`src/rtl/i2ceb_pkg.sv`:
```
// Shared types, codes and the command plan table for the I2C EEPROM byte master.
// Used by i2ceb_step and i2c_eeprom_byte_master; depends on nothing else.
package i2ceb_pkg;

    localparam int CFG_INDEX_W = 8;

    localparam logic [CFG_INDEX_W-1:0] REG_DEVICE_ADDRESS = 8'd0;
    localparam logic [CFG_INDEX_W-1:0] REG_ACK_TIMEOUT    = 8'd1;

    localparam logic [7:0] DEVICE_ADDRESS_RESET = 8'hA0;
    localparam logic [7:0] ACK_TIMEOUT_RESET    = 8'd250;

    localparam logic [1:0] MODE_WRITE       = 2'd0;
    localparam logic [1:0] MODE_RANDOM_READ = 2'd1;
    localparam logic [1:0] MODE_CURR_READ   = 2'd2;
    localparam logic [1:0] MODE_UNUSED      = 2'd3;

    localparam logic [2:0] PLAN_LAST = 3'd6;
    localparam logic [3:0] BITS_PER_BYTE = 4'd8;

    localparam logic [2:0] LEN_START = 3'd4;
    localparam logic [2:0] LEN_BIT   = 3'd2;
    localparam logic [2:0] LEN_STOP  = 3'd4;

    typedef enum logic [3:0] {
        PH_IDLE,
        PH_ST_A,
        PH_ST_B,
        PH_TX_LOW,
        PH_TX_HIGH,
        PH_TX_TAIL,
        PH_ACK_LOW,
        PH_ACK_HIGH,
        PH_ACK_POLL,
        PH_RX_LOW,
        PH_RX_HIGH,
        PH_NAK_LOW,
        PH_NAK_HIGH,
        PH_SP_A,
        PH_SP_B
    } phase_t;

    typedef enum logic [2:0] {
        ACT_START,
        ACT_DEV_W,
        ACT_ADDR,
        ACT_DATA,
        ACT_DEV_R,
        ACT_READ,
        ACT_STOP
    } act_t;

    typedef struct packed {
        phase_t     phase;
        logic [1:0] delay_count;
        logic [3:0] bit_count;
        logic [7:0] shift_byte;
        logic [7:0] ack_wait_count;
        logic [1:0] held_mode;
        logic [2:0] held_page;
        logic [7:0] held_word_addr;
        logic [7:0] held_write_data;
        logic [7:0] received_byte;
        logic       fail_flag;
        logic [2:0] plan_pos;
    } state_t;

    typedef struct packed {
        logic       scl_level;
        logic       sda_level;
        logic       busy_res;
        logic       done_res;
        logic       status;
        logic [7:0] read_data;
    } result_t;

    // Sequence of bus actions for each command; unused slots repeat the stop.
    function automatic act_t plan_act(logic [1:0] m, logic [2:0] pos);
        act_t a;
        a = ACT_STOP;
        case (m)
            MODE_RANDOM_READ:
            begin
                case (pos)
                    3'd0: a = ACT_START;
                    3'd1: a = ACT_DEV_W;
                    3'd2: a = ACT_ADDR;
                    3'd3: a = ACT_START;
                    3'd4: a = ACT_DEV_R;
                    3'd5: a = ACT_READ;
                    default: a = ACT_STOP;
                endcase
            end
            MODE_CURR_READ:
            begin
                case (pos)
                    3'd0: a = ACT_START;
                    3'd1: a = ACT_DEV_R;
                    3'd2: a = ACT_READ;
                    default: a = ACT_STOP;
                endcase
            end
            default:
            begin
                case (pos)
                    3'd0: a = ACT_START;
                    3'd1: a = ACT_DEV_W;
                    3'd2: a = ACT_ADDR;
                    3'd3: a = ACT_DATA;
                    default: a = ACT_STOP;
                endcase
            end
        endcase
        return a;
    endfunction

    // Sets up the phase for the plan entry at pos.
    function automatic state_t begin_act(state_t s, logic [7:0] dev_base, logic [2:0] pos);
        state_t     r;
        logic [7:0] dev;
        r = s;
        dev = dev_base | {5'd0, s.held_page};
        r.plan_pos = pos;
        r.delay_count = 2'd0;
        case (plan_act(s.held_mode, pos))
            ACT_START: r.phase = PH_ST_A;
            ACT_DEV_W:
            begin
                r.shift_byte = dev;
                r.bit_count = 4'd0;
                r.phase = PH_TX_LOW;
            end
            ACT_ADDR:
            begin
                r.shift_byte = s.held_word_addr;
                r.bit_count = 4'd0;
                r.phase = PH_TX_LOW;
            end
            ACT_DATA:
            begin
                r.shift_byte = s.held_write_data;
                r.bit_count = 4'd0;
                r.phase = PH_TX_LOW;
            end
            ACT_DEV_R:
            begin
                r.shift_byte = dev | 8'd1;
                r.bit_count = 4'd0;
                r.phase = PH_TX_LOW;
            end
            ACT_READ:
            begin
                r.received_byte = 8'd0;
                r.bit_count = 4'd0;
                r.phase = PH_RX_LOW;
            end
            default: r.phase = PH_SP_A;
        endcase
        return r;
    endfunction

    // True when a segment of the given length ends on this tick.
    function automatic logic seg_end(logic [1:0] d, logic [2:0] len);
        return ({1'b0, d} + 3'd1) >= len;
    endfunction

endpackage

```
`src/rtl/i2ceb_step.sv`:
```
// Next-state and bus-level logic for one tick of the I2C EEPROM byte master.
// Uses i2ceb_pkg for the state layout, phases and command plan.
module i2ceb_step (
    input  i2ceb_pkg::state_t  state_cur,
    input  logic [7:0]         device_address,
    input  logic [7:0]         ack_timeout,
    input  logic               start_cmd,
    input  logic [1:0]         mode,
    input  logic [2:0]         page_bits,
    input  logic [7:0]         word_addr,
    input  logic [7:0]         write_data,
    input  logic               sda_in,
    output i2ceb_pkg::state_t  state_next,
    output i2ceb_pkg::result_t result
);

    i2ceb_pkg::state_t s;
    logic              tx_bit;
    logic [2:0]        pos_next;

    assign tx_bit = state_cur.shift_byte[7];

    always_comb
    begin
        s = state_cur;
        result.scl_level = 1'b1;
        result.sda_level = 1'b1;
        result.busy_res = 1'b1;
        result.done_res = 1'b0;
        result.status = 1'b0;
        result.read_data = 8'd0;

        if (s.phase == i2ceb_pkg::PH_IDLE && start_cmd && mode != i2ceb_pkg::MODE_UNUSED)
        begin
            s.held_mode = mode;
            s.held_page = page_bits;
            s.held_word_addr = word_addr;
            s.held_write_data = write_data;
            s.fail_flag = 1'b0;
            s.received_byte = 8'd0;
            s = i2ceb_pkg::begin_act(s, device_address, 3'd0);
        end

        pos_next = (s.plan_pos < i2ceb_pkg::PLAN_LAST) ? s.plan_pos + 3'd1
                                                        : i2ceb_pkg::PLAN_LAST;

        case (s.phase)
            i2ceb_pkg::PH_ST_A:
            begin
                if (i2ceb_pkg::seg_end(s.delay_count, i2ceb_pkg::LEN_START))
                begin
                    s.phase = i2ceb_pkg::PH_ST_B;
                    s.delay_count = 2'd0;
                end
                else
                    s.delay_count = s.delay_count + 2'd1;
            end
            i2ceb_pkg::PH_ST_B:
            begin
                result.sda_level = 1'b0;
                if (i2ceb_pkg::seg_end(s.delay_count, i2ceb_pkg::LEN_START))
                    s = i2ceb_pkg::begin_act(s, device_address, pos_next);
                else
                    s.delay_count = s.delay_count + 2'd1;
            end
            i2ceb_pkg::PH_TX_LOW:
            begin
                result.scl_level = 1'b0;
                result.sda_level = tx_bit;
                if (i2ceb_pkg::seg_end(s.delay_count, i2ceb_pkg::LEN_BIT))
                begin
                    s.phase = i2ceb_pkg::PH_TX_HIGH;
                    s.delay_count = 2'd0;
                end
                else
                    s.delay_count = s.delay_count + 2'd1;
            end
            i2ceb_pkg::PH_TX_HIGH:
            begin
                result.sda_level = tx_bit;
                if (i2ceb_pkg::seg_end(s.delay_count, i2ceb_pkg::LEN_BIT))
                begin
                    s.phase = i2ceb_pkg::PH_TX_TAIL;
                    s.delay_count = 2'd0;
                end
                else
                    s.delay_count = s.delay_count + 2'd1;
            end
            i2ceb_pkg::PH_TX_TAIL:
            begin
                result.scl_level = 1'b0;
                result.sda_level = tx_bit;
                if (i2ceb_pkg::seg_end(s.delay_count, i2ceb_pkg::LEN_BIT))
                begin
                    s.shift_byte = {s.shift_byte[6:0], 1'b0};
                    s.bit_count = s.bit_count + 4'd1;
                    s.delay_count = 2'd0;
                    if (s.bit_count >= i2ceb_pkg::BITS_PER_BYTE)
                    begin
                        s.ack_wait_count = 8'd0;
                        s.phase = i2ceb_pkg::PH_ACK_LOW;
                    end
                    else
                        s.phase = i2ceb_pkg::PH_TX_LOW;
                end
                else
                    s.delay_count = s.delay_count + 2'd1;
            end
            i2ceb_pkg::PH_ACK_LOW:
            begin
                result.scl_level = 1'b0;
                s.phase = i2ceb_pkg::PH_ACK_HIGH;
                s.delay_count = 2'd0;
            end
            i2ceb_pkg::PH_ACK_HIGH:
            begin
                s.phase = i2ceb_pkg::PH_ACK_POLL;
                s.delay_count = 2'd0;
            end
            i2ceb_pkg::PH_ACK_POLL:
            begin
                if (!sda_in)
                    s = i2ceb_pkg::begin_act(s, device_address, pos_next);
                else if (s.ack_wait_count >= ack_timeout)
                begin
                    // No acknowledge in time: abort straight into the stop.
                    s.fail_flag = 1'b1;
                    s.phase = i2ceb_pkg::PH_SP_A;
                    s.delay_count = 2'd0;
                end
                else
                    s.ack_wait_count = s.ack_wait_count + 8'd1;
            end
            i2ceb_pkg::PH_RX_LOW:
            begin
                result.scl_level = 1'b0;
                if (i2ceb_pkg::seg_end(s.delay_count, i2ceb_pkg::LEN_BIT))
                begin
                    s.phase = i2ceb_pkg::PH_RX_HIGH;
                    s.delay_count = 2'd0;
                end
                else
                    s.delay_count = s.delay_count + 2'd1;
            end
            i2ceb_pkg::PH_RX_HIGH:
            begin
                s.received_byte = {s.received_byte[6:0], sda_in};
                s.bit_count = s.bit_count + 4'd1;
                s.delay_count = 2'd0;
                s.phase = (s.bit_count >= i2ceb_pkg::BITS_PER_BYTE) ? i2ceb_pkg::PH_NAK_LOW
                                                                   : i2ceb_pkg::PH_RX_LOW;
            end
            i2ceb_pkg::PH_NAK_LOW:
            begin
                result.scl_level = 1'b0;
                if (i2ceb_pkg::seg_end(s.delay_count, i2ceb_pkg::LEN_BIT))
                begin
                    s.phase = i2ceb_pkg::PH_NAK_HIGH;
                    s.delay_count = 2'd0;
                end
                else
                    s.delay_count = s.delay_count + 2'd1;
            end
            i2ceb_pkg::PH_NAK_HIGH:
            begin
                if (i2ceb_pkg::seg_end(s.delay_count, i2ceb_pkg::LEN_BIT))
                    s = i2ceb_pkg::begin_act(s, device_address, pos_next);
                else
                    s.delay_count = s.delay_count + 2'd1;
            end
            i2ceb_pkg::PH_SP_A:
            begin
                result.scl_level = 1'b0;
                result.sda_level = 1'b0;
                if (i2ceb_pkg::seg_end(s.delay_count, i2ceb_pkg::LEN_STOP))
                begin
                    s.phase = i2ceb_pkg::PH_SP_B;
                    s.delay_count = 2'd0;
                end
                else
                    s.delay_count = s.delay_count + 2'd1;
            end
            i2ceb_pkg::PH_SP_B:
            begin
                if (i2ceb_pkg::seg_end(s.delay_count, i2ceb_pkg::LEN_STOP))
                begin
                    result.done_res = 1'b1;
                    result.status = s.fail_flag;
                    result.read_data = (s.fail_flag || s.held_mode == i2ceb_pkg::MODE_WRITE)
                                       ? 8'd0 : s.received_byte;
                    s.phase = i2ceb_pkg::PH_IDLE;
                    s.delay_count = 2'd0;
                end
                else
                    s.delay_count = s.delay_count + 2'd1;
            end
            default:
            begin
                s.phase = i2ceb_pkg::PH_IDLE;
                result.busy_res = 1'b0;
            end
        endcase
        state_next = s;
    end

endmodule

```
`src/rtl/i2c_eeprom_byte_master.sv`:
```
// I2C EEPROM byte master, one bus tick per input beat, one result beat per tick.
// Latency: a result beat is valid the cycle after its input beat is accepted.
// Throughput: one tick per cycle, set by the single state register update per beat;
// a new beat is taken while the result register drains (out_ready high).
// Reset (rst_n low, asynchronous) returns the master to idle, clears the result
// register and loads device_address 0xA0 and ack_timeout 250. Depends on i2ceb_pkg, i2ceb_step.
module i2c_eeprom_byte_master (
    input  logic                             clk,
    input  logic                             rst_n,
    input  logic                             in_valid,
    output logic                             in_ready,
    input  logic                             start_cmd,
    input  logic [1:0]                       mode,
    input  logic [2:0]                       page_bits,
    input  logic [7:0]                       word_addr,
    input  logic [7:0]                       write_data,
    input  logic                             sda_in,
    output logic                             out_valid,
    input  logic                             out_ready,
    output logic                             scl_level,
    output logic                             sda_level,
    output logic                             busy_res,
    output logic                             done_res,
    output logic                             status,
    output logic [7:0]                       read_data,
    input  logic                             cfg_valid,
    output logic                             cfg_ready,
    input  logic [i2ceb_pkg::CFG_INDEX_W-1:0] cfg_index,
    input  logic [7:0]                       cfg_data
);

    i2ceb_pkg::state_t  state_reg;
    i2ceb_pkg::state_t  state_next;
    i2ceb_pkg::result_t result_reg;
    i2ceb_pkg::result_t result_next;
    logic               out_valid_reg;
    logic [7:0]         device_address_reg;
    logic [7:0]         ack_timeout_reg;
    logic               in_beat;

    assign in_ready = !out_valid_reg || out_ready;
    assign in_beat = in_valid && in_ready;
    assign cfg_ready = 1'b1;

    i2ceb_step u_step (
        .state_cur      (state_reg),
        .device_address (device_address_reg),
        .ack_timeout    (ack_timeout_reg),
        .start_cmd      (start_cmd),
        .mode           (mode),
        .page_bits      (page_bits),
        .word_addr      (word_addr),
        .write_data     (write_data),
        .sda_in         (sda_in),
        .state_next     (state_next),
        .result         (result_next)
    );

    always_ff @(posedge clk or negedge rst_n)
    begin
        if (!rst_n)
        begin
            state_reg <= '0;
            out_valid_reg <= 1'b0;
        end
        else
        begin
            if (in_beat)
            begin
                state_reg <= state_next;
                out_valid_reg <= 1'b1;
            end
            else if (out_ready)
                out_valid_reg <= 1'b0;
        end
    end

    always_ff @(posedge clk or negedge rst_n)
    begin
        if (!rst_n)
            result_reg <= '0;
        else if (in_beat)
            result_reg <= result_next;
    end

    always_ff @(posedge clk or negedge rst_n)
    begin
        if (!rst_n)
        begin
            device_address_reg <= i2ceb_pkg::DEVICE_ADDRESS_RESET;
            ack_timeout_reg <= i2ceb_pkg::ACK_TIMEOUT_RESET;
        end
        else if (cfg_valid && cfg_ready)
        begin
            case (cfg_index)
                i2ceb_pkg::REG_DEVICE_ADDRESS: device_address_reg <= cfg_data;
                i2ceb_pkg::REG_ACK_TIMEOUT:    ack_timeout_reg <= cfg_data;
                default:
                begin
                end
            endcase
        end
    end

    assign out_valid = out_valid_reg;
    assign scl_level = result_reg.scl_level;
    assign sda_level = result_reg.sda_level;
    assign busy_res = result_reg.busy_res;
    assign done_res = result_reg.done_res;
    assign status = result_reg.status;
    assign read_data = result_reg.read_data;

endmodule
```
`config.mk`:
```
export PLATFORM = sky130hd
export DESIGN_NAME = i2c_eeprom_byte_master
export DESIGN_NICKNAME = d
export VERILOG_FILES = /design/src/rtl/i2ceb_pkg.sv /design/src/rtl/i2ceb_step.sv /design/src/rtl/i2c_eeprom_byte_master.sv
export SDC_FILE = /design/constraint.sdc
export NUM_CORES = 1
export LEC_CHECK = 0
export ABC_AREA = 1
export BUFFER_PORTS_ARGS = -buffer_cell sky130_fd_sc_hd__buf_2
export CAP_MARGIN = 10
export CORE_UTILIZATION = 50
export DETAILED_ROUTE_END_ITERATION = 12
export GPL_TIMING_DRIVEN = 0
export PLACE_DENSITY_LB_ADDON = 0.08
export SLEW_MARGIN = 25
export SYNTH_ARGS = -nofsm -noshare
export SYNTH_HDL_FRONTEND = slang
export SYNTH_SLANG_ARGS = --single-unit
```
`constraint.sdc`:
```
create_clock -name clk -period 3.65 [get_ports clk]
set_clock_uncertainty 0.05 [all_clocks]
set_input_delay 0.73 -clock clk [delete_from_list [all_inputs] [get_ports clk]]
set_output_delay 0.73 -clock clk [all_outputs]
set_load 0.03 [all_outputs]
```
* Word level (Yosys, flattened, before mapping)
Cells that the tools add are included.
** Word-level totals
- Bits in registers :: 89
- Input port bits :: 44
- Output and inout bits :: 16
- Word-level logic and storage cells :: 179
** Cells by class
- Add/sub/neg operators :: 5
- $lt $le $gt $ge :: 5
- Eq/ne operators :: 43
- Mux-type cells :: 70
- Bitwise operators :: 2
- Reduce and logical (&&, ||, !) cells :: 33
** Operators by type and width (count)
- one-hot mux 8 bit (4 select lines) :: 5
- 2-to-1 mux 53 bit :: 2
- 2-to-1 mux 8 bit :: 8
- one-hot mux 16 bit (4 select lines) :: 1
- one-hot mux 21 bit (3 select lines) :: 1
- one-hot mux 4 bit (3 select lines) :: 5
- 2-to-1 mux 59 bit :: 1
- 2-to-1 mux 4 bit :: 14
- one-hot mux 4 bit (14 select lines) :: 1
- == test 3 x 2 -> 1 bit, second input constant :: 10
- == test 3 bit, second input constant :: 10
- 2-to-1 mux 3 bit :: 10
- == test 4 bit, second input constant :: 7
- 2-to-1 mux 10 bit :: 2
- 2-to-1 mux 20 bit :: 1
- one-hot mux 4 bit (5 select lines) :: 1
- OR reduction 4 bit :: 5
- OR reduction 5 bit :: 4
- == test 4 x 3 -> 1 bit, second input constant :: 4
- bitwise OR 8 x 3 -> 8 bit :: 2
- == test 3 x 1 -> 1 bit, second input constant :: 5
- logical NOT 3 bit :: 5
- one-hot mux 3 bit (5 select lines) :: 1
- OR reduction 14 bit :: 1
- 36 further kinds :: 52

* Logic depth before layout (Yosys ltp)
Gate-level depths: netlist of the first run.
- Depth after elaboration :: 21
- Gate-level depth with buffers :: 23

* By module
From an unflattened synthesis of the first run, not the netlist that was laid out.
** Unflattened totals
- Cells, all modules :: 962
- Area, all modules :: 6444.9 um^2
** By module, submodules not included
- i2c_eeprom_byte_master :: times used 1, cells each 406, area each 3612.2 um^2, seq. area each 2237.1 um^2
- i2ceb_step :: times used 1, cells each 556, area each 2832.7 um^2, seq. area each 0.0 um^2

* Least setup slack after synthesis of the first run
Ideal clock, no wire load.
- Kind :: in2reg
- From :: in mode[1]
- To :: reg state_reg[52] (netlist bit)
- Library setup time :: 77 ps
- Arrival :: 2966 ps
- Path slack :: 558 ps
- Stages :: 20
- Path buffers :: 2
- Cells stage by stage :: nand2_1 -> nand2_1 -> nor2_4 -> clkbuf_1 -> o21ai_0 -> ha_1 -> inv_1 -> nor2_1 -> a21oi_1 -> nand2_1 -> nand2_1 -> nand2_1 -> nand2_1 -> buf_2 -> nor2_1 -> nor2_2 -> o211ai_1 -> nand2_1 -> nand2_1 -> o21ai_1
** On the way
- Cells in the longest elaborated chain, start to end :: 16
- Elaborated cells between the ends (all ways) :: 60
- Classes of those cells :: 3 x add/sub; 3 x order compare; 28 x eq/ne; 20 x mux; 6 x reduce/logical
** Ends and longest elaborated chain
- start: declaration :: RTL line i2c_eeprom_byte_master.sv:13 : input logic [1:0] mode,
- != test 2 bit :: RTL line i2ceb_step.sv:33 : if (s.phase == i2ceb_pkg::PH_IDLE && start_cmd && mode != i2ceb_pkg::MODE_UNUSED)
- logical AND 1 bit :: RTL line i2ceb_step.sv:33
- 2-to-1 mux 59 bit (*) :: RTL line i2ceb_step.sv:33
- adder 3 x 1 -> 3 bit / less-than comparator 3 bit (equally long branches) :: RTL line i2ceb_step.sv:44 : pos_next = (s.plan_pos < i2ceb_pkg::PLAN_LAST) ? s.plan_pos + 3'd1
- 2-to-1 mux 3 bit :: RTL line i2ceb_step.sv:44
- == test 3 x 2 -> 1 bit / logical NOT 3 bit (equally long branches) :: RTL line i2ceb_pkg.sv:84, i2ceb_pkg.sv:105, i2ceb_pkg.sv:96
- OR reduction 2 bit (no source line)
- one-hot mux 3 bit (5 select lines) :: RTL line i2ceb_pkg.sv:84 : case (pos)
- one-hot mux 3 bit (2 select lines) :: RTL line i2ceb_pkg.sv:81 : case (m)
- 2-to-1 mux 3 bit (on tied branches) :: RTL line i2ceb_step.sv:166, i2ceb_step.sv:61, i2ceb_step.sv:122
- 2-to-1 mux 3 bit :: RTL line i2ceb_step.sv:47 : case (s.phase)
- == test 3 bit, or another cell as far along :: RTL line i2ceb_pkg.sv:125 : case (plan_act(s.held_mode, pos))
- OR reduction 5 bit (no source line)
- 2-to-1 mux 4 bit :: RTL line i2ceb_pkg.sv:125
- 2-to-1 mux 53 bit, or another cell as far along :: RTL line i2ceb_step.sv:166 : if (i2ceb_pkg::seg_end(s.delay_count, i2ceb_pkg::LEN_BIT))
- one-hot mux 4 bit (5 select lines) (*) :: RTL line i2ceb_step.sv:47
- end signal: assignment :: RTL line i2c_eeprom_byte_master.sv:70 : state_reg <= state_next;
- end: declaration :: RTL line i2c_eeprom_byte_master.sv:32 : i2ceb_pkg::state_t state_reg;
Every way passes the cells marked *; elsewhere a longest branch is shown, timed or not. The select of a mux whose other input is x is not followed.
A chain may end at the register's enable or synchronous reset.

* Worst setup path in the final report of the first run
- From :: reg state_reg[57] (netlist bit)
- To :: reg state_reg[41] (netlist bit)
** On the way
- Cells in the longest elaborated chain, start to end :: 16
- Elaborated cells between the ends (all ways) :: 54
- Classes of those cells :: 2 x add/sub; 3 x order compare; 23 x eq/ne; 20 x mux; 1 x bitwise; 5 x reduce/logical
** Ends and longest elaborated chain (RTL line)
- logical NOT 4 bit :: i2ceb_step.sv:33
- logical AND 1 bit (2 in a row) :: i2ceb_step.sv:33
- 2-to-1 mux 59 bit (*) :: i2ceb_step.sv:33
- adder 3 x 1 -> 3 bit / less-than comparator 3 bit (equally long branches) :: i2ceb_step.sv:44
- 2-to-1 mux 3 bit :: i2ceb_step.sv:44
- == test 3 x 2 -> 1 bit / logical NOT 3 bit (equally long branches) :: i2ceb_pkg.sv:84, i2ceb_pkg.sv:105, i2ceb_pkg.sv:96
- OR reduction 2 bit (no source line)
- one-hot mux 3 bit (5 select lines) :: i2ceb_pkg.sv:84
- one-hot mux 3 bit (2 select lines) :: i2ceb_pkg.sv:81
- 2-to-1 mux 3 bit (on tied branches) :: i2ceb_step.sv:166, i2ceb_step.sv:61, i2ceb_step.sv:122
- 2-to-1 mux 3 bit :: i2ceb_step.sv:47
- == test 3 bit, or another cell as far along :: i2ceb_pkg.sv:125
- one-hot mux 8 bit (4 select lines) :: i2ceb_pkg.sv:125
- 2-to-1 mux 53 bit, or another cell as far along :: i2ceb_step.sv:166
- one-hot mux 16 bit (4 select lines) (*) :: i2ceb_step.sv:47
Marked as above.

==> results of run 1 <==
==> metrics by stage <==
stage / setup WS [ps] / setup TNS (ps)
finish: 265 / 0
global route: 8.48 / 0
CTS: 204 / 0
detailed placement: -253 / -4220
global placement: -238 / -3470
floorplan: 558 / 0
==> critical path: cells and delay by family (launching register included) <==
kind                       cells  cell delay (ps)
and+or+nand+nor                7              830
DFF                            1              520
adders and majority gates      1              140
AOI/OAI and AO/OA              2              670
buffers and inverters          6             1090
==> repair_timing <==
action,CTS,global route
buffers inserted,0,3
gates resized for setup,0,1
gates cloned,0,0
endpoints found under the setup margin,21,21
pin swaps,0,1
==> synthesized netlist by cell type (all sizes together), types with 2 or more instances <==
cell | number | area share (%)
nand2 | 223 | 15
inv | 137 | 9.0
o21ai | 89 | 7.9
nor2 | 82 | 5.9
dfrtp | 81 | 35
a21oi | 48 | 4.3
nand3 | 40 | 3.7
nor3 | 21 | 2.0
clkbuf | 18 | 1.2
ha | 17 | 3.7
nand4 | 11 | 1.3
o31ai | 11 | 1.4
dfstp | 8 | 3.7
buf | 6 | 0.55
a31oi | 3 | 0.33
nor3b | 3 | 0.39
nor4 | 3 | 0.33
xor2 | 3 | 0.46
a211oi | 2 | 0.35
a21o | 2 | 0.26
a22oi | 2 | 0.26
a32o | 2 | 0.35
o2111ai | 2 | 0.31
o211ai | 2 | 0.26
or2 | 2 | 0.22
==> layer usage <==
metal / GRT usage, % / vias to the layer above / share of wire (%)
met3: 5.14 / 23 / 4.7
li1: - / 2801 / -
met5: 0 / - / 0
met4: 9.65 / 0 / 1.8
met2: 45.1 / 167 / 47
met1: 37.2 / 2626 / 47
==> layout make-up <==
cell class / count / area (um^2)
Tap cell: 140 / 175
Multi-Input combinational cell: 579 / 2890
Clock buffer: 11 / 243
Inverter: 137 / 514
Clock inverter: 5 / 62.6
Sequential cell: 89 / 2240
Fill cell: 1012 / 4420
Buffer: 23 / 95.1
Timing Repair Buffer: 62 / 347
==> power groups by stage <==
stage	Clock (mW)	Combinational (mW)	Sequential, mW
final	0.952	3.79	1.55
after global routing	1.02	4.26	1.58
after CTS	0.975	3.72	1.54
after detailed placement	0	3.71	1.56
after global placement	0	3.64	1.54
after floorplan	0	2.77	1.52
==> worst paths after layout <==
path / from / endpoint / slack, ps
worst min register to register: done_res$_DFFE_PN0P_ / done_res$_DFFE_PN0P_ / 420
worst max-delay path: state_reg[57]$_DFFE_PN0P_ / state_reg[41]$_DFFE_PN0P_ / 270
max in group asynchronous: rst_n / ack_timeout_reg[7]$_DFFE_PN1P_ / 2660
min in group clk: done_res$_DFFE_PN0P_ / done_res$_DFFE_PN0P_ / 420
worst min-delay path: rst_n / state_reg[16]$_DFFE_PN0P_ / 230
worst max register to register: state_reg[57]$_DFFE_PN0P_ / state_reg[41]$_DFFE_PN0P_ / 270
==> cells by family after synthesis <==
kind of cell	count (synthesis)
and+or+nand+nor	389
AOI/OAI and AO/OA	167
buffers and inverters	161
DFF	89
adders and majority gates	17
xor gates and xnor gates	4
other	1
muxes	1
==> metrics, run 1 <==
#FFs+latches synth 89; DR vias 5617; area grow syn2layout 14.4%; DIE WIDTH 109 um; Synth Area in Simple Gates 29.5%; final wirelength 15.7 mm; global-route wire length before repair 25.2 mm; post-route DRC violation count 0; Sw Share 51.9%; Tot GR Track Use 27.9%; Initial Utilization 52.2%; P_sw 3.26 mW; Final Setup Violations 0; sequential power share 24.6%; outcome finished, final reports clean; largest net degree at the start of global routing 52; Longest Clk Path Bufs 2; Largest register FFs 59; Worst path max stage delay 600 ps; CTS hold repair buffers 0; Std-Cell Rows 38; GR Overflow Total 0; ys async rst share 100%; VDD IR max 747 uV; yosys warns 0; Hold Fails Final Rpt 0; Pleak 3.46 nW; drt wl/cell 15.0 um; commonest cells after routing, fill and taps aside nand2_1, inv_1, o21ai_0, dfrtp_1, nor2_1; layout cells sized above 1 13.8%; worst min path class primary input to async pin; CTS tree built; vias in the first global route 5248; max cap viols 0; Layout Nets 962; Placer Congestion 0.923; Fin Hold WS 225 ps; clk_lat worst skew 350 ps; Die H 109 um; H-tree levels 3; XOR/XNOR Fraction of Synth Area 0.611%; clk slew on worst S/H paths 60 ps; routed vias/inst 5.37; post-route ant nets 0; 1st-iter DRT viols 393; Num CTS Buffers 9; worst slew pin tran 739 ps; Power Dens Cells 959 mW/mm^2; total power 6.29 mW; Synth cell types 51; crit-path max FO 10; FF-to-FF path depth 16; Final Non-Filler Cells 1046; post-synthesis sequential area ratio 39.0%; internal power 3.03 mW; startpoint types flip-flop; IO Pins 60; slowest cell on the critical path o22ai_1; Final Max Slew Viols 0; largest family of logic cells by synthesized area simple AND/OR/NAND/NOR gates; commonest non-fill, non-tap cell in the layout nand2_1; Critical Path Sink Type flip-flop; synthesized net count 890; critical path, cell by cell inv_2, nand2_2, nor2_2, nand2_4, buf_1, nand2_1, inv_1, ha_1, clkbuf_1, inv_1, o22ai_1, nor2b_1, o21ai_1, inv_1, nand2_1, nand2_1; post-synthesis mux area share 0.175%; post-route minimum period 3380 ps; CTS sink cnt 89; synthesized instance count 829; DP Wirelength 11.8 mm; Rel. slew slack 50.8%; clock network fraction of design power 15.1%; placed cell count 1028; Core Area 0.0110 mm^2; die area 0.0119 mm^2; Comb pwr share 60.3%; fraction of the mapped netlist area in adder cells 3.71%; initial antenna violation count 0; worst endpoint data arrival time 3620 ps; RSZ-0062 raised after global routing false; Post-DP Area 0.00623 mm^2; worst endpoint required time 3890 ps; first drt pass iteration count 5; Compound-Gate Fraction of Synth Area 16.3%; Synth Flop Type dfrtp_1; Crit Path Class flip-flop to flip-flop; port bufs 58; Avg Inst Size Synth 6.92 um^2; ANT cells 0; number of flops mapped to enable cells by yosys 0; synthesized area 0.00573 mm^2; CTS Root Cell clkbuf_16; final core occ 59.7%; highest clock rate 0.295 GHz; Final period util 92.7%; Final Cell Area 0.00656 mm^2
No activity file was read; power rests on OpenSTA's default activity.
==> inputs of run 2 (changes only) <==
PLACE_DENSITY = 0.75   (was default)
PLACE_DENSITY_LB_ADDON = default   (was 0.08)
==> metrics, run 2 (same netlist as run 1, synthesis figures left out) <==
DR vias 5526 (-1.6%); R2R Path End state_reg[56]$_DFFE_PN0P_; CTS tree built; Worst path max stage delay 480 ps (-120 ps); Hold Fails Final Rpt 0 (unchanged); routed vias/inst 5.28 (-1.6%); Layout Nets 962 (unchanged); area grow syn2layout 14.4% (unchanged); Die H 109 um (unchanged); Initial Utilization 52.2% (unchanged); worst endpoint data arrival time 3580 ps (-40 ps); DP Wirelength 10.6 mm (-9.8%); Critical Path Sink Type flip-flop; Final Max Slew Viols 0 (unchanged); total power 6.24 mW (-0.85%); worst r2r src state_reg[57]$_DFFE_PN0P_; Pleak 3.47 nW (+0.18%); critical path, cell by cell nor2_1, nand2_2, nor2_4, nor2_1, ha_1, inv_1, nand3_1, nor2_1, nor2_1, nand2_1, nand2_1, nand2_2, nand2_1, nand2_2, nand2_1, a21oi_1, nand2_1, nand2_1, nand2_1; post-route minimum period 3380 ps (-0.538 ps); initial antenna violation count 0 (unchanged); register area 0.00224 mm^2 (unchanged); worst min path class primary input to async pin; cell family with most CP delay simple AND/OR/NAND/NOR gates; FF-to-FF path depth 19 (+3); Placer Congestion 0.926 (+0.40%); # fillers 1012 (unchanged); internal power 3.04 mW (+0.43%); max cap viols 0 (unchanged); largest net degree at the start of global routing 52 (unchanged); Core Area 0.0110 mm^2 (unchanged); worst slew pin tran 665 ps (-73.9 ps); Power Dens Cells 951 mW/mm^2 (-0.85%); Fin Hold WS 222 ps (-3.61 ps); post-route DRC violation count 0 (unchanged); post-route ant nets 0 (unchanged); Crit Path Class flip-flop to flip-flop; Num CTS Buffers 9 (unchanged); worst endpoint required time 3850 ps (-40 ps); Std-Cell Rows 38 (unchanged); RSZ-0062 raised after global routing false; die area 0.0119 mm^2 (unchanged); Critical path buffers and inverters 1 (-5); global-route wire length before repair 23.2 mm (-8.0%); highest clock rate 0.296 GHz (about the same); Sw Share 51.3% (-0.62 points); Longest Clk Path Bufs 2 (unchanged); IO Pins 60 (unchanged); clock network fraction of design power 15.5% (+0.4 points); Rel. slew slack 55.7% (+4.9 points); startpoint types flip-flop; Largest register FFs 59 (unchanged); P_sw 3.20 mW (-2.0%); 1st-iter DRT viols 553 (+41%); Comb pwr share 59.8% (-0.5 points); commonest non-fill, non-tap cell in the layout nand2_1; layout cells sized above 1 13.7% (-0.11 points); outcome finished, final reports clean; clk slew on worst S/H paths 60 ps (about the same); Worst R2R Setup Slack 270 ps (about the same); CTS hold repair buffers 0 (unchanged); sequential power share 24.6% (about the same); commonest cells after routing, fill and taps aside nand2_1, inv_1, o21ai_0, dfrtp_1, nor2_1; final wirelength 14.3 mm (-8.4%); vias in the first global route 4811 (-8.3%); multi-input gate area in the final layout 0.00288 mm^2 (about the same); Final period util 92.7% (about the same); CTS sink cnt 89 (unchanged); H-tree levels 3 (unchanged); Tot GR Track Use 25.2% (-2.7 points); GR Overflow Total 0 (unchanged); ANT cells 0 (unchanged); clk_lat worst skew 360 ps (about the same); VDD IR max 816 uV (+9.3%); first drt pass iteration count 6 (+1); Final TNS setup 0 ps (unchanged); DIE WIDTH 109 um (unchanged); crit-path max FO 11 (+1); port bufs 58 (unchanged); final core occ 59.7% (unchanged); drt wl/cell 13.7 um (-8.4%); CTS Root Cell clkbuf_16; Final Setup Violations 0 (unchanged); slowest cell on the critical path dfrtp_1; most used cell, CP nand2_1
run 2: changes by cell type in the layout (fill, tap and decap cells not counted), sizes merged:
| cell | previous run | this run |
|---|---|---|
| clkbuf | 28 | 29 |
| clkinvlp | 2 | 1 |
run 2: worst max-delay path by stage:
stage                                      endpoint  cells past startpoint                 startpoint  slack (ps)
after floorplan           state_reg[52]$_DFFE_PN0P_                     20                    mode[1]         560
after global placement    state_reg[56]$_DFFE_PN0P_                     21                    mode[1]        -250
after detailed placement  state_reg[56]$_DFFE_PN0P_                     21                    mode[1]        -240
after CTS                 state_reg[56]$_DFFE_PN0P_                     19  state_reg[57]$_DFFE_PN0P_         230
after global routing      state_reg[48]$_DFFE_PN0P_                     19  state_reg[57]$_DFFE_PN0P_          30
final                     state_reg[56]$_DFFE_PN0P_                     19  state_reg[57]$_DFFE_PN0P_         270
run 2: area by class of cell:
cell class                 instances  area share (%)
clock inverter                     4           0.782
buffer                            23            1.45
multi-input combinational        579            44.0
timing repair buffer              62            5.28
clock buffer                      12            3.91
tap                              140            2.67
inverter                         137            7.84
sequential                        89            34.1
run 2: power by group through the flow:
stage	logic [mW]	clock network, mW	registers (mW)
after floorplan	2.77	0	1.52
after global placement	3.61	0	1.54
after detailed placement	3.64	0	1.54
after CTS	3.65	0.984	1.53
after global routing	4.19	1.02	1.57
final	3.73	0.970	1.54
run 2: routing by layer:
| layer | vias up | GRT usage, % | share of wire (%) | wire length, um |
|---|---|---|---|---|
| met4 | 0 | 7.14 | 1.5 | 221 |
| met5 | - | 0 | 0 | 0 |
| met3 | 23 | 5.08 | 6.6 | 946 |
| li1 | 2815 | - | - | - |
| met1 | 2484 | 35.0 | 47 | 6780 |
| met2 | 204 | 39.5 | 45 | 6390 |
run 2: through the flow:
step	worst slack [ps]	std cells	area, um^2
after floorplan	558	829	5730
after global placement	-252	1027	6200
after detailed placement	-241	1028	6230
after CTS	231	1043	6540
after global routing	29.1	1046	6560
final	266	1046	6560
run 2: repair_timing:
item / CTS / global route
endpoints found under the hold margin: 0 / 0
setup buffers: 0 / 3
pin swaps: 0 / 1
resized for setup: 0 / 0
setup endpoints to repair: 16 / 10
==> inputs of run 3 (changes only) <==
CORE_UTILIZATION = 55   (was 50)
PLACE_DENSITY = 0.78   (was 0.75)
==> metrics, run 3 (same netlist as run 1, synthesis figures left out) <==
commonest non-fill, non-tap cell in the layout nand2_1; Final Setup Violations 0 (unchanged); initial antenna violation count 0 (unchanged); Critical Path Sink Type flip-flop; DR vias 5626 (+1.8%); Pleak 3.41 nW (-1.7%); DIE WIDTH 104 um (-4.6%); die area 0.0108 mm^2 (-8.9%); Final period util 90.7% (-2.0 points); Hold Fails Final Rpt 0 (unchanged); outcome finished, final reports clean; worst slew pin tran 719 ps (+54.2 ps); Std-Cell Rows 36 (-5.3%); port bufs 58 (unchanged); ANT cells 0 (unchanged); Rel. slew slack 52.1% (-3.6 points); IO Pins 60 (unchanged); worst endpoint required time 3890 ps (+40 ps); CTS tree built; max cap viols 0 (unchanged); H-tree levels 3 (unchanged); multi-input gate area in the final layout 0.00289 mm^2 (about the same); crit-path max FO 10 (-1); Tot GR Track Use 28.8% (+3.6 points); first drt pass iteration count 5 (-1); Post-DP Area 0.00622 mm^2 (-0.14%); drt wl/cell 14.3 um (+4.3%); clk slew on worst S/H paths 100 ps (+40 ps); Fin Hold WS 213 ps (-9.00 ps); Layout Nets 962 (unchanged); Crit Path Class flip-flop to flip-flop; Num CTS Buffers 9 (unchanged); worst endpoint data arrival time 3550 ps (-30 ps); 1st-iter DRT viols 448 (-19%); Die H 104 um (-4.6%); DP Wirelength 11.3 mm (+6.4%); CTS sink cnt 89 (unchanged); Largest register FFs 59 (unchanged); RSZ-0062 raised after global routing false; Power Dens Cells 933 mW/mm^2 (-1.9%); startpoint types flip-flop; post-route DRC violation count 0 (unchanged); vias in the first global route 5309 (+10%); Placer Congestion 0.984 (+6.3%); Initial Utilization 57.6% (+5.4 points); final wirelength 14.9 mm (+3.6%); post-route minimum period 3310 ps (-72.1 ps); clk_lat worst skew 370 ps (about the same); worst min path class primary input to async pin; global-route wire length before repair 25.0 mm (+8.1%); # fillers 925 (-8.6%); commonest cells after routing, fill and taps aside nand2_1, inv_1, o21ai_0, dfrtp_1, nor2_1; Core Area 0.00995 mm^2 (-9.4%); layout cells sized above 1 13.8% (+0.11 points); area grow syn2layout 12.3%; Final Cell Area 0.00644 mm^2 (-1.8%); routed vias/inst 5.41 (+2.5%); post-route ant nets 0 (unchanged); register area 0.00224 mm^2 (unchanged); Longest Clk Path Bufs 2 (unchanged); largest net degree at the start of global routing 48 (-7.7%); highest clock rate 0.302 GHz (+2.2%); CTS Root Cell clkbuf_8; VDD IR max 498 uV (-39%); GR Overflow Total 0 (unchanged); Final Max Slew Viols 0 (unchanged)
==> run 3: final timing paths <==
check / start / to / slack [ps] / cells after the start
min: rst_n / state_reg[16]$_DFFE_PN0P_ / 210 / 1
max reg2reg: state_reg[57]$_DFFE_PN0P_ / state_reg[46]$_DFFE_PN0P_ / 340 / 15
min in group clk: done_res$_DFFE_PN0P_ / done_res$_DFFE_PN0P_ / 430 / 2
max: state_reg[57]$_DFFE_PN0P_ / state_reg[46]$_DFFE_PN0P_ / 340 / 15
min reg2reg: done_res$_DFFE_PN0P_ / done_res$_DFFE_PN0P_ / 430 / 2
max in group asynchronous: rst_n / device_address_reg[5]$_DFFE_PN1P_ / 2700 / 2
==> run 3: layout make-up <==
class,count,area share [%]
multi-input cells,579,44.8
flip-flops and latches,89,34.7
inverters,137,7.99
repair buffers,62,5.38
well taps,133,2.58
clock buffers,10,1.98
plain buffers,23,1.48
clock inverters,6,1.03
==> run 3: metal layers <==
metal,vias to the layer above,routed length [um],global-route usage (%)
met4,0,252,8.88
li1,2806,-,-
met5,-,0,0
met2,224,6790,46.2
met3,23,1050,4.39
met1,2573,6760,40.0
==> run 3: worst max-delay path: stages, from the launching register on <==
cell and delay [ps]:
dfrtp_1 540, inv_2 100, nand2_2 140, nor2_2 60, nand2_4 130, buf_1 390, nand2_1 180, inv_1 120
ha_1 140, clkbuf_1 280, inv_1 130, o22ai_1 580, nand2_1 160, inv_2 70, nand2_1 50, a21oi_1 120
==> run 3: where the power goes <==
part	total, mW	switching, mW	internal (mW)
registers	1.55	0.246	1.30
clock network	0.700	0.382	0.318
logic	3.76	2.59	1.17
total	6.01	3.22	2.79
==> run 3: timing repair <==
| item | 4_1_cts | 5_1_grt |
|---|---|---|
| endpoints found under the setup margin | 12 | 21 |
| buffers inserted | 0 | 3 |
| hold buffers | 0 | 0 |
| gates resized for setup | 0 | 1 |
| cloned | 0 | 0 |
| pin swaps | 0 | 1 |
==> run 3: stage by stage <==
stage | setup TNS, ps | setup WS [ps] | total power [mW] | utilization (%) | instances
after CTS | 0 | 199 | 5.94 | 64.4 | 1036
final | 0 | 338 | 6.01 | 64.7 | 1039
after detailed placement | -3300 | -248 | 5.23 | 62.5 | 1021
after global routing | 0 | 29.2 | 6.61 | 64.7 | 1039
after global placement | -1640 | -196 | 5.14 | 62.2 | 1020
after floorplan | 0 | 558 | 4.28 | - | 829
